==> config.mk <==
export PLATFORM = sky130hd
export DESIGN_NAME = ansi_key_sequence_decoder
export DESIGN_NICKNAME = d
export VERILOG_FILES = /design/src/hdl/akd_pkg.sv /design/src/hdl/akd_core.sv /design/src/hdl/ansi_key_sequence_decoder.sv
export SDC_FILE = /design/constraint.sdc
export NUM_CORES = 1
export LEC_CHECK = 0
export ABC_AREA = 0
export BUFFER_PORTS_ARGS = -buffer_cell sky130_fd_sc_hd__buf_4
export CORE_MARGIN = 2
export CORE_UTILIZATION = 61
export CTS_CLUSTER_DIAMETER = 60
export DETAILED_ROUTE_END_ITERATION = 8
export GPL_TIMING_DRIVEN = 0
export HOLD_SLACK_MARGIN = 0.08
export PLACE_DENSITY_LB_ADDON = 0.12
export SLEW_MARGIN = 40
export SYNTH_ARGS = -nofsm -noshare
export SYNTH_HDL_FRONTEND = slang
export SYNTH_HIERARCHICAL = 1
export SYNTH_SLANG_ARGS = --single-unit
==> constraint.sdc <==
create_clock -name clk -period 7.73 [get_ports clk]
set_input_delay 1.546 -clock clk [delete_from_list [all_inputs] [get_ports clk]]
set_output_delay 1.546 -clock clk [all_outputs]
set_load 0.05 [all_outputs]
==> src/hdl/akd_pkg.sv <==
// akd_pkg: shared types, constants and decode functions for the key sequence decoder
// no dependencies; used by akd_core and ansi_key_sequence_decoder
package akd_pkg;

  localparam int unsigned SEQ_MAX = 16;
  localparam int unsigned CNT_W   = 7;
  localparam int unsigned GAP_W   = 16;

  localparam logic [CNT_W-1:0] CNT_SAT  = CNT_W'(127);
  localparam logic [CNT_W-1:0] CNT_LIM  = CNT_W'(SEQ_MAX);
  localparam logic [GAP_W-1:0] GAP_SAT  = '1;
  localparam logic [GAP_W-1:0] GAP_RST  = GAP_W'(40);

  localparam logic [7:0] CH_ESC    = 8'd27;
  localparam logic [7:0] CH_CSI    = 8'h5b;  // '['
  localparam logic [7:0] CH_SS3    = 8'h4f;  // 'O'
  localparam logic [7:0] CH_FIN_LO = 8'h40;
  localparam logic [7:0] CH_FIN_HI = 8'h7e;
  localparam logic [7:0] CH_UP     = 8'h41;
  localparam logic [7:0] CH_DOWN   = 8'h42;
  localparam logic [7:0] CH_RIGHT  = 8'h43;
  localparam logic [7:0] CH_LEFT   = 8'h44;
  localparam logic [7:0] CH_FIVE   = 8'h35;
  localparam logic [7:0] CH_SIX    = 8'h36;
  localparam logic [7:0] CH_TILDE  = 8'h7e;
  localparam logic [7:0] CH_CR     = 8'd13;
  localparam logic [7:0] CH_LF     = 8'd10;
  localparam logic [7:0] CH_SPACE  = 8'd32;
  localparam logic [7:0] CH_BS     = 8'd8;
  localparam logic [7:0] CH_DEL    = 8'd127;
  localparam logic [7:0] CH_NAK    = 8'd21;
  localparam logic [7:0] CH_ETX    = 8'd3;
  localparam logic [7:0] CH_PRINT  = 8'd33;

  typedef enum logic [1:0] {
    PH_IDLE = 2'd0,
    PH_ESC  = 2'd1,
    PH_BODY = 2'd2
  } phase_t;

  typedef enum logic [3:0] {
    KEY_NONE    = 4'd0,
    KEY_UP      = 4'd1,
    KEY_DOWN    = 4'd2,
    KEY_RIGHT   = 4'd3,
    KEY_LEFT    = 4'd4,
    KEY_ENTER   = 4'd5,
    KEY_REFRESH = 4'd6,
    KEY_ERASE   = 4'd7,
    KEY_CLEAR   = 4'd8,
    KEY_QUIT    = 4'd9,
    KEY_BACK    = 4'd10,
    KEY_CHAR    = 4'd11
  } key_t;

  typedef struct packed {
    logic       valid;
    key_t       kind;
    logic [7:0] code;
  } result_t;

  function automatic key_t decode_body(input logic [CNT_W-1:0] cnt,
                                       input logic [7:0] first,
                                       input logic [7:0] second);
    key_t k;
    k = KEY_NONE;
    if (cnt == CNT_W'(1)) begin
      if (first == CH_UP) k = KEY_UP;
      else if (first == CH_DOWN) k = KEY_DOWN;
      else if (first == CH_RIGHT) k = KEY_RIGHT;
      else if (first == CH_LEFT) k = KEY_LEFT;
    end else if (cnt == CNT_W'(2) && second == CH_TILDE) begin
      if (first == CH_FIVE) k = KEY_LEFT;
      else if (first == CH_SIX) k = KEY_RIGHT;
    end
    return k;
  endfunction

  function automatic key_t plain_key(input logic [7:0] b);
    key_t k;
    if (b == CH_CR || b == CH_LF) k = KEY_ENTER;
    else if (b == CH_SPACE) k = KEY_REFRESH;
    else if (b == CH_BS || b == CH_DEL) k = KEY_ERASE;
    else if (b == CH_NAK) k = KEY_CLEAR;
    else if (b == CH_ETX) k = KEY_QUIT;
    else if (b >= CH_PRINT) k = KEY_CHAR;
    else k = KEY_NONE;
    return k;
  endfunction

endpackage

==> src/hdl/akd_core.sv <==
// akd_core: escape sequence state machine, gap timer and key decode
// depends on akd_pkg
module akd_core (
  input  logic                       clk,
  input  logic                       rst,
  input  logic                       step,
  input  logic                       mode,
  input  logic [7:0]                 byte_value,
  input  logic [akd_pkg::GAP_W-1:0]  gap_ticks,
  output akd_pkg::result_t           res
);

  akd_pkg::phase_t             phase, phase_next;
  logic [akd_pkg::CNT_W-1:0]   body_count, body_count_next;
  logic [7:0]                  first_body_byte, first_body_byte_next;
  logic [7:0]                  second_body_byte, second_body_byte_next;
  logic [akd_pkg::GAP_W-1:0]   gap_counter, gap_counter_next;

  logic [akd_pkg::GAP_W-1:0]   gap_inc;
  logic [akd_pkg::GAP_W-1:0]   gap_limit;
  logic                        expired;
  logic [akd_pkg::CNT_W-1:0]   cnt_inc;
  logic                        is_final;

  assign gap_inc   = (gap_counter == akd_pkg::GAP_SAT) ? gap_counter
                                                       : gap_counter + 1'b1;
  assign gap_limit = (gap_ticks == '0) ? akd_pkg::GAP_W'(1) : gap_ticks;
  assign expired   = gap_inc >= gap_limit;
  assign cnt_inc   = (body_count == akd_pkg::CNT_SAT) ? body_count
                                                      : body_count + 1'b1;
  assign is_final  = (byte_value >= akd_pkg::CH_FIN_LO && byte_value <= akd_pkg::CH_FIN_HI)
                     || cnt_inc >= akd_pkg::CNT_LIM;

  always_ff @(posedge clk) begin
    if (rst) begin
      phase            <= akd_pkg::PH_IDLE;
      body_count       <= '0;
      first_body_byte  <= '0;
      second_body_byte <= '0;
      gap_counter      <= '0;
    end else if (step) begin
      phase            <= phase_next;
      body_count       <= body_count_next;
      first_body_byte  <= first_body_byte_next;
      second_body_byte <= second_body_byte_next;
      gap_counter      <= gap_counter_next;
    end
  end

  always_comb begin
    phase_next            = phase;
    body_count_next       = body_count;
    first_body_byte_next  = first_body_byte;
    second_body_byte_next = second_body_byte;
    gap_counter_next      = gap_counter;
    res.valid             = 1'b0;
    res.kind              = akd_pkg::KEY_NONE;
    res.code              = '0;
    case (phase)
      akd_pkg::PH_ESC: begin
        if (mode) begin
          gap_counter_next = gap_inc;
          if (expired) begin
            phase_next = akd_pkg::PH_IDLE;
            res.valid  = 1'b1;
            res.kind   = akd_pkg::KEY_BACK;
          end
        end else begin
          gap_counter_next = '0;
          if (byte_value == akd_pkg::CH_CSI || byte_value == akd_pkg::CH_SS3) begin
            phase_next            = akd_pkg::PH_BODY;
            body_count_next       = '0;
            first_body_byte_next  = '0;
            second_body_byte_next = '0;
          end else begin
            phase_next = akd_pkg::PH_IDLE;
            res.valid  = 1'b1;
          end
        end
      end
      akd_pkg::PH_BODY: begin
        if (mode) begin
          gap_counter_next = gap_inc;
          if (expired) begin
            phase_next = akd_pkg::PH_IDLE;
            res.valid  = 1'b1;
            res.kind   = akd_pkg::decode_body(body_count, first_body_byte,
                                              second_body_byte);
          end
        end else begin
          gap_counter_next = '0;
          if (body_count == '0) first_body_byte_next = byte_value;
          else if (body_count == akd_pkg::CNT_W'(1)) second_body_byte_next = byte_value;
          body_count_next = cnt_inc;
          if (is_final) begin
            phase_next = akd_pkg::PH_IDLE;
            res.valid  = 1'b1;
            res.kind   = akd_pkg::decode_body(cnt_inc, first_body_byte_next,
                                              second_body_byte_next);
          end
        end
      end
      default: begin
        phase_next = akd_pkg::PH_IDLE;
        if (!mode) begin
          if (byte_value == akd_pkg::CH_ESC) begin
            phase_next       = akd_pkg::PH_ESC;
            gap_counter_next = '0;
            body_count_next  = '0;
          end else begin
            res.valid = 1'b1;
            res.kind  = akd_pkg::plain_key(byte_value);
            if (res.kind == akd_pkg::KEY_CHAR) res.code = byte_value;
          end
        end
      end
    endcase
  end

`ifndef SYNTHESIS
  a_esc_byte_clears_gap: assert property (@(posedge clk) disable iff (rst)
    (step && phase == akd_pkg::PH_ESC && !mode) |=> gap_counter == '0)
    else $error("gap counter not cleared by a byte after escape");

  a_count_bounded: assert property (@(posedge clk) disable iff (rst)
    body_count <= akd_pkg::CNT_LIM)
    else $error("body count beyond sequence limit");

  a_char_from_idle: assert property (@(posedge clk) disable iff (rst)
    (res.valid && res.kind == akd_pkg::KEY_CHAR) |-> phase != akd_pkg::PH_ESC
      && phase != akd_pkg::PH_BODY)
    else $error("character key decoded inside an escape sequence");

  a_result_ends_seq: assert property (@(posedge clk) disable iff (rst)
    (step && res.valid) |=> phase == akd_pkg::PH_IDLE)
    else $error("phase not idle after a key was decoded");
`endif

endmodule

==> src/hdl/ansi_key_sequence_decoder.sv <==
// ansi_key_sequence_decoder: top level with input word register, result register
// and configuration port; depends on akd_pkg and akd_core
//
// usage
//   input stream s_*: one word per byte or tick; s_tuser is the mode flag
//   (0 byte, 1 tick), s_tdata the received byte
//   output stream m_*: at most one key event per word; m_tuser the key kind,
//   m_tdata the character byte for character keys, else zero
//   apb port: register 0 at address 0 holds the gap length in ticks (reset 40)
//   key path: a word that gives a key goes from the input register through the
//   decode stage into the result register, which then raises m_tvalid;
//   bytes and ticks that only advance a sequence give nothing
//   throughput: one word per cycle while no held result blocks the decode stage;
//   the decode stage between the input register and the result register is combinational
//   stall: a held result blocks only words that give a key; the input
//   register still takes a word while a result waits, then s_tready drops if that word gives a key
//   reset: synchronous; sequence state idle, both registers empty
//   the user must write the gap register only while the block is idle; the block does not enforce it
module ansi_key_sequence_decoder (
  input  logic        clk,
  input  logic        rst,
  input  logic        s_tvalid,
  output logic        s_tready,
  input  logic [7:0]  s_tdata,   // [7:0] byte_value
  input  logic        s_tuser,   // [0] mode
  output logic        m_tvalid,
  input  logic        m_tready,
  output logic [7:0]  m_tdata,   // [7:0] char_code
  output logic [3:0]  m_tuser,   // [3:0] key_kind
  input  logic        psel,
  input  logic        penable,
  input  logic        pwrite,
  input  logic [2:0]  paddr,
  input  logic [31:0] pwdata,
  output logic [31:0] prdata,
  output logic        pready
);

  logic                       in_valid;
  logic                       in_mode;
  logic [7:0]                 in_byte;
  logic [akd_pkg::GAP_W-1:0]  gap_ticks;
  logic                       step;
  akd_pkg::result_t           res;
  logic                       reg_hit;

  assign pready  = 1'b1;
  assign reg_hit = paddr[2] == 1'b0;
  assign prdata  = reg_hit ? {{(32 - akd_pkg::GAP_W){1'b0}}, gap_ticks} : '0;

  always_ff @(posedge clk) begin
    if (rst) begin
      gap_ticks <= akd_pkg::GAP_RST;
    end else if (psel && penable && pwrite && pready && reg_hit) begin
      gap_ticks <= pwdata[akd_pkg::GAP_W-1:0];
    end
  end

  // decode stage advances on a valid input word unless it has a key and the result register is blocked
  assign step     = in_valid && (!res.valid || !m_tvalid || m_tready);
  assign s_tready = !in_valid || step;

  always_ff @(posedge clk) begin
    if (rst) begin
      in_valid <= 1'b0;
    end else if (s_tready) begin
      in_valid <= s_tvalid;
    end
  end

  always_ff @(posedge clk) begin
    if (s_tvalid && s_tready) begin
      in_mode <= s_tuser;
      in_byte <= s_tdata;
    end
  end

  akd_core u_core (
    .clk        (clk),
    .rst        (rst),
    .step       (step),
    .mode       (in_mode),
    .byte_value (in_byte),
    .gap_ticks  (gap_ticks),
    .res        (res)
  );

  always_ff @(posedge clk) begin
    if (rst) begin
      m_tvalid <= 1'b0;
    end else if (step && res.valid) begin
      m_tvalid <= 1'b1;
    end else if (m_tready) begin
      m_tvalid <= 1'b0;
    end
  end

  always_ff @(posedge clk) begin
    if (step && res.valid) begin
      m_tuser <= res.kind;
      m_tdata <= res.code;
    end
  end

`ifndef SYNTHESIS
  a_no_overwrite: assert property (@(posedge clk) disable iff (rst)
    (m_tvalid && !m_tready) |-> !(step && res.valid))
    else $error("pending result overwritten");

  a_stall_holds_input: assert property (@(posedge clk) disable iff (rst)
    (in_valid && !step) |=> in_valid && $stable(in_byte) && $stable(in_mode))
    else $error("input word lost while decode stage stalled");

  a_char_has_code: assert property (@(posedge clk) disable iff (rst)
    (step && res.valid && res.kind != akd_pkg::KEY_CHAR) |-> res.code == '0)
    else $error("nonzero code on a non-character key");
`endif

endmodule

Yosys cells after proc, flatten, opt, wreduce, memory -nomap -nowiden
Index checks and enable logic that the tools add are counted.
{"block": "word_totals", "output_inout_bits": 47, "input_bits": 51, "reg_bits": 80}
{"block": "op_classes", "add_sub_neg": 2, "n_eq_ne": 38, "n_reduce_logical": 31, "mux": 73, "bitwise_logic": 3, "n_lt_le_gt_ge": 5}
{"cell": "16-bit two-way mux", "n": 7}
{"cell": "8-bit by 7-bit equality test with 1-bit output (second input constant)", "n": 13}
{"cell": "8-bit two-way mux", "n": 12}
{"cell": "4-bit two-way mux", "n": 22}
{"cell": "7-bit two-way mux", "n": 6}
{"cell": "8-bit by 6-bit equality test with 1-bit output (second input constant)", "n": 5}
{"cell": "8-bit case mux with 2 select lines", "n": 2}
{"cell": "13-bit two-way mux", "n": 2}
{"cell": "8-bit by 4-bit equality test with 1-bit output (second input constant)", "n": 3}
{"cell": "5-bit two-way mux", "n": 4}
{"cell": "16-bit by 1-bit adder with 16-bit output (second input constant)", "n": 1}
{"cell": "16-bit equality test (second input constant)", "n": 1}
{"cell": "8-bit by 5-bit equality test with 1-bit output (second input constant)", "n": 2}
{"cell": "16-bit >= comparator", "n": 1}
{"cell": "16-bit logical NOT", "n": 1}
{"cell": "2-bit two-way mux", "n": 8}
{"cell": "7-bit by 1-bit equality test with 1-bit output (second input constant)", "n": 2}
{"cell": "7-bit by 2-bit equality test with 1-bit output (second input constant)", "n": 2}
{"cell": "7-bit case mux with 2 select lines", "n": 1}
{"cell": "5-bit case mux with 2 select lines", "n": 1}
{"cell": "1-bit logical AND", "n": 9}
{"cell": "8-bit by 2-bit equality test with 1-bit output (second input constant)", "n": 1}
{"cell": "8-bit by 6-bit >= comparator with 1-bit output (second input constant)", "n": 1}
{"cell": "8-bit by 7-bit >= comparator with 1-bit output (second input constant)", "n": 1}
{"cell": "25 further kinds", "n": 44}

Longest topological paths before layout
{"block": "logic_depth", "depth_word": 21, "mapped_depth": 19, "ltp_nobuf": 18}

By module
Netlist, hierarchy kept.
{"module": "akd_core", "area_each_um2": 3500.9, "seq_area_each_um2": 820.8, "cells_per_inst": 470, "instances": 1}
{"module": "ansi_key_sequence_decoder", "area_each_um2": 1704.1, "seq_area_each_um2": 991.0, "cells_per_inst": 139, "instances": 1}

Least setup slack after synthesis
Ideal clock, no wire load.
{"block": "synth_path", "path_type": "register -> output", "from": "register u_core/gap_counter[7] (netlist bit)", "to": "output port s_tready", "arrival_time_ps": 3378, "n_path_buf": 1, "slack_ps": 2806, "path_stages_with_launch": 14, "path_cell_list": "dfxtp_1 > clkbuf_1 > nand4_1 > nor4_1 > and3_1 > nand3b_1 > o21a_1 > ha_1 > a21oi_1 > o21ai_0 > a2111oi_0 > a31o_2 > a2bb2oi_1 > nand4b_1"}
{"element": "start: declaration", "line": "akd_core.sv:17", "source": "logic [akd_pkg::GAP_W-1:0] gap_counter, gap_counter_next;"}
{"element": "start signal: assignment", "line": "akd_core.sv:46", "source": "gap_counter <= gap_counter_next;"}
{"element": "end: declaration", "line": "ansi_key_sequence_decoder.sv:23", "source": "output logic s_tready,"}

==> out/results.md <==
| Metric | Value |
|:---|:---|
| Req. time, crit path | 6.18 ns |
| Cell breakdown of the critical path | clkbuf_1, nand4_1, nor4_1, and3_1, nand3b_1, o21a_1, ha_1, a21oi_1, o21ai_0, a2111oi_0, a31o_2, a2bb2oi_1, nand4b_1, buf_4 |
| Number of failing setup endpoints in the final timing report | 0 |
| Standard cell with the maximum stage delay on the critical path | sky130_fd_sc_hd__a2111oi_0 |
| Final-report max-slew violation count | 0 |
| Hold bufs inserted after CTS | 0 |
| Area inside the core boundary | 8260 um^2 |
| Hold wc startpoint | u_core/gap_counter[6] |
| Hold endpoint | u_core/gap_counter[6] |
| Max-slew headroom | 52.3% |
| Combined area of the multi-input logic cells | 3050 um^2 |
| Final TNS setup | 0 ns |
| Worst slack at placement | 2.30 ns |
| Routed wire length | 13700 um |
| Critical-path maximum fanout | 8 |
| Cell types with the largest area share after synthesis | sky130_fd_sc_hd__dfxtp_1 (23%), sky130_fd_sc_hd__edfxtp_1 (12%), sky130_fd_sc_hd__ha_1 (5.5%) |
| RSZ-0062 raised after global routing | false |
| Seq/Total Area, Yosys | 34.8% |
| Critical Setup Path Class | flip-flop to primary output |
| Die X-Extent | 96.4 um |
| Core Rows | 33 |
| WP depth | 14 |
| Initial core utilization | 63.0% |
| Final-report hold violation count | 0 |
| Worst VDD drop | 0.0963 mV |
| Reg power frac | 48.4% |
| Final critical-path required period | 5.82 ns |
| Worst Max-Slew Pin Slew | 0.698 ns |
| Post-Synthesis Cells | 609 |
| Total power divided by cell area | 149 nW/um^2 |
| Upper clock frequency limit | 172 MHz |
| Final Wtd Congestion | 0.886 |
| Number of cells on the worst reg-to-reg path | 18 |
| Synth async-reset ratio | 0% |
| Maximum number of pins on one net before global-route repair | 16 |
| Number of global-route vias before repair | 4475 |
| Number of sinks on the clock net | 80 |
| GRT Util Overall | 30.1% |
| Share of total power in the clock network | 39.8% |
| Slowest Stage Delay on Critical Path | 0.66 ns |
| Post-CTS repair timing setup buffer count | 0 |
| Synth unique cells | 74 |
| Number of synthesized register bits | 80 |
| Synth Area per Inst | 8.55 um^2 |
| DRC violations left | 0 |
| Synth warnings | 6 |
| Layout overhead on the synthesized area | 17.0% |
| Clock transition time at the flip-flop clock pins of the worst setup and hold paths | 0.09 ns |
| Post-route antenna net violation count | 0 |
| Clock skew after layout | 0.0130 ns |
| Worst path top cell family by delay | compound AO/OA/AOI/OAI gates |
| Ranking of synthesized cells by instance count | sky130_fd_sc_hd__dfxtp_1 (59), sky130_fd_sc_hd__nor2_1 (48), sky130_fd_sc_hd__nand2_1 (46), sky130_fd_sc_hd__a21oi_1 (37), sky130_fd_sc_hd__nand2b_1 (33) |
| Via count | 4912 |
| Portion of total power attributed to combinational logic | 11.8% |
| Power dissipated by switching net loads | 0.248 mW |
| Number of antenna violations at the first check in global routing | 0 |
| Die area | 9290 um^2 |
| First-pass detailed-route iteration total | 5 |
| Launch point of the worst reg-to-reg path | u_core/gap_counter[7] |
| Clock buffers created by TritonCTS | 9 |
| Placed wire-length estimate | 10100 um |
| Post-synth EDFFs | 21 |
| Cell internal pwr | 0.660 mW |
| Proportion of netlist area held by the largest area contributor | 22.7% |
| Clock tree from TritonCTS | done |
| Worst Path Buf+Inv | 2 |
| First-pass GRT wire length | 21500 um |
| Antenna Cells | 0 |
| Number of gates resized after CTS | 0 |
| Sw frac | 27.3% |
| Final Worst Setup Slack | 1.91 ns |
| Number of buffers between clock root and the deepest sink | 2 |
| Number of input and output port buffers inserted | 62 |
| Number of filler instances in the final layout | 664 |
| Worst R2R End | u_core/first_body_byte[7] |
| Number of top-level design ports | 98 |
| Max-cap violation count | 0 |
| Mapped cell area | 5200 um^2 |
| CP Capture Type | primary output |
| Setup slack, reg-to-reg | 2.13 ns |
| Iteration-0 DRC count of the detailed router | 329 |
| Final-stage net count | 771 |
| Sort of element at the start of the critical path | flip-flop |
| Avg WL per Cell | 17.0 um |
| Tightest Hold Check Type | flip-flop to flip-flop |
| Result of the run | finished, final reports clean |
| Clk Latency, worst-skew pair | 0.36 ns |
| Buffer type at the clock tree root | sky130_fd_sc_hd__clkbuf_8 |
| Most area-hungry cell type in the Yosys netlist | sky130_fd_sc_hd__dfxtp_1 |
| Total grt overflow | 0 |
| Via-to-Cell Ratio | 6.09 |
| Proportion of layout cells with a drive suffix above 1 | 18.5% |
| Leakage power | 2.36 nW |
| Most used flip-flop cell after synthesis | sky130_fd_sc_hd__dfxtp_1 |
| Area taken by flip-flops and latches | 1810 um^2 |
| H-tree level count | 3 |
| Crit share post-route | 75.3% |
| CP Data Arrival Time | 4.27 ns |
| Top-count cell post-synth | sky130_fd_sc_hd__dfxtp_1 |
| Hold Path Depth | 2 |
| Die height | 96.4 um |
## final cells by class
type	count	share of cell area, %
clock inverters	7	1.69
well taps	105	2.16
inverters	29	1.79
flip-flops and latches	80	29.8
multi-input cells	465	50.1
clock buffers	9	2.03
plain buffers	50	4.85
repair buffers	62	7.64
## power groups by stage
| stage | Combinational (mW) | Clock (mW) | Sequential [mW] |
|---|---|---|---|
| 2_1_floorplan | 0.0693 | 0 | 0.453 |
| 3_3_place_gp | 0.104 | 0 | 0.449 |
| 3_5_place_dp | 0.106 | 0 | 0.450 |
| 4_1_cts | 0.106 | 0.363 | 0.440 |
| 5_1_grt | 0.114 | 0.375 | 0.441 |
| 6_report | 0.107 | 0.361 | 0.440 |
## registers in the layout, indices dropped and copies added (netlist names), 2 cells and up
name / flops
gap_ticks: 16
u_core/gap_counter: 16
in_byte: 8
m_tdata: 8
u_core/first_body_byte: 8
u_core/second_body_byte: 8
u_core/body_count: 7
m_tuser: 4
u_core/phase: 2
## cells by family (layout without fill, tap and decap cells)
family | count (synthesis) | after routing | share of synthesized area [%]
fa+ha+maj | 23 | 23 | 5.53
simple gates | 249 | 249 | 26.5
xor+xnor | 11 | 11 | 1.85
compound gates | 142 | 142 | 18.9
mux | 23 | 23 | 4.50
flops | 80 | 80 | 34.8
buf+inv | 79 | 157 | 7.76
other cells | 2 | 17 | 0.144
## how the worst max path moves through the flow
stage | from | to | slack, ns
after floorplan | u_core/gap_counter[7] | s_tready | 2.81
after global placement | u_core/gap_counter[7] | u_core/first_body_byte[4] | 2.40
after detailed placement | u_core/gap_counter[7] | u_core/first_body_byte[7] | 2.30
after CTS | u_core/gap_counter[7] | s_tready | 1.95
after global routing | u_core/gap_counter[7] | s_tready | 1.50
final | u_core/gap_counter[7] | s_tready | 1.91
## layer usage
layer / up-vias / part of all wire (%) / routed length (um) / global-route usage, %
li1: 2343 / - / - / -
met1: 2365 / 41 / 5580 / 34.7
met2: 172 / 51 / 7040 / 55.9
met3: 32 / 5.4 / 745 / 3.80
met4: 0 / 2.7 / 375 / 12.6
met5: - / 0 / 0 / 0
## layout by cell type (no fill, tap or decap), types with 8 or more instances in the layout
cell type / n
sky130_fd_sc_hd__buf_4: 79
sky130_fd_sc_hd__dfxtp_1: 59
sky130_fd_sc_hd__nor2_1: 47
sky130_fd_sc_hd__nand2_1: 46
sky130_fd_sc_hd__a21oi_1: 37
sky130_fd_sc_hd__nand2b_1: 33
sky130_fd_sc_hd__inv_1: 29
sky130_fd_sc_hd__o21ai_0: 27
sky130_fd_sc_hd__clkbuf_1: 25
sky130_fd_sc_hd__ha_1: 23
sky130_fd_sc_hd__edfxtp_1: 21
sky130_fd_sc_hd__mux2i_1: 20
sky130_fd_sc_hd__conb_1: 17
sky130_fd_sc_hd__and2_1: 15
sky130_fd_sc_hd__nor3_1: 15
sky130_fd_sc_hd__nor2b_1: 14
sky130_fd_sc_hd__nand3_1: 14
sky130_fd_sc_hd__nand4_1: 13
sky130_fd_sc_hd__a22oi_1: 12
sky130_fd_sc_hd__clkbuf_8: 9
sky130_fd_sc_hd__xor2_1: 8
sky130_fd_sc_hd__nor3b_1: 8
## metrics by stage
step	util (%)	cells	instance area, um^2	power, mW	hold slack, ns
after detailed placement	71.0	791	5860	0.555	0.464
final	73.7	807	6090	0.909	0.480
after global placement	70.9	791	5860	0.553	0.461
after floorplan	-	624	5260	0.522	0.445
after CTS	73.7	807	6090	0.909	0.477
after global routing	73.7	807	6090	0.930	0.533
## worst register-to-register path, delay by kind of cell, from the launching register on
family,cells,cell delay [ns]
DFF,1,0.31
AOI/OAI and AO/OA,9,2.42
buffers and inverters,2,0.51
adders and majority gates,1,0.30
and+or+nand+nor,6,1.99
Note: power is estimated with default switching activity, not from simulation.
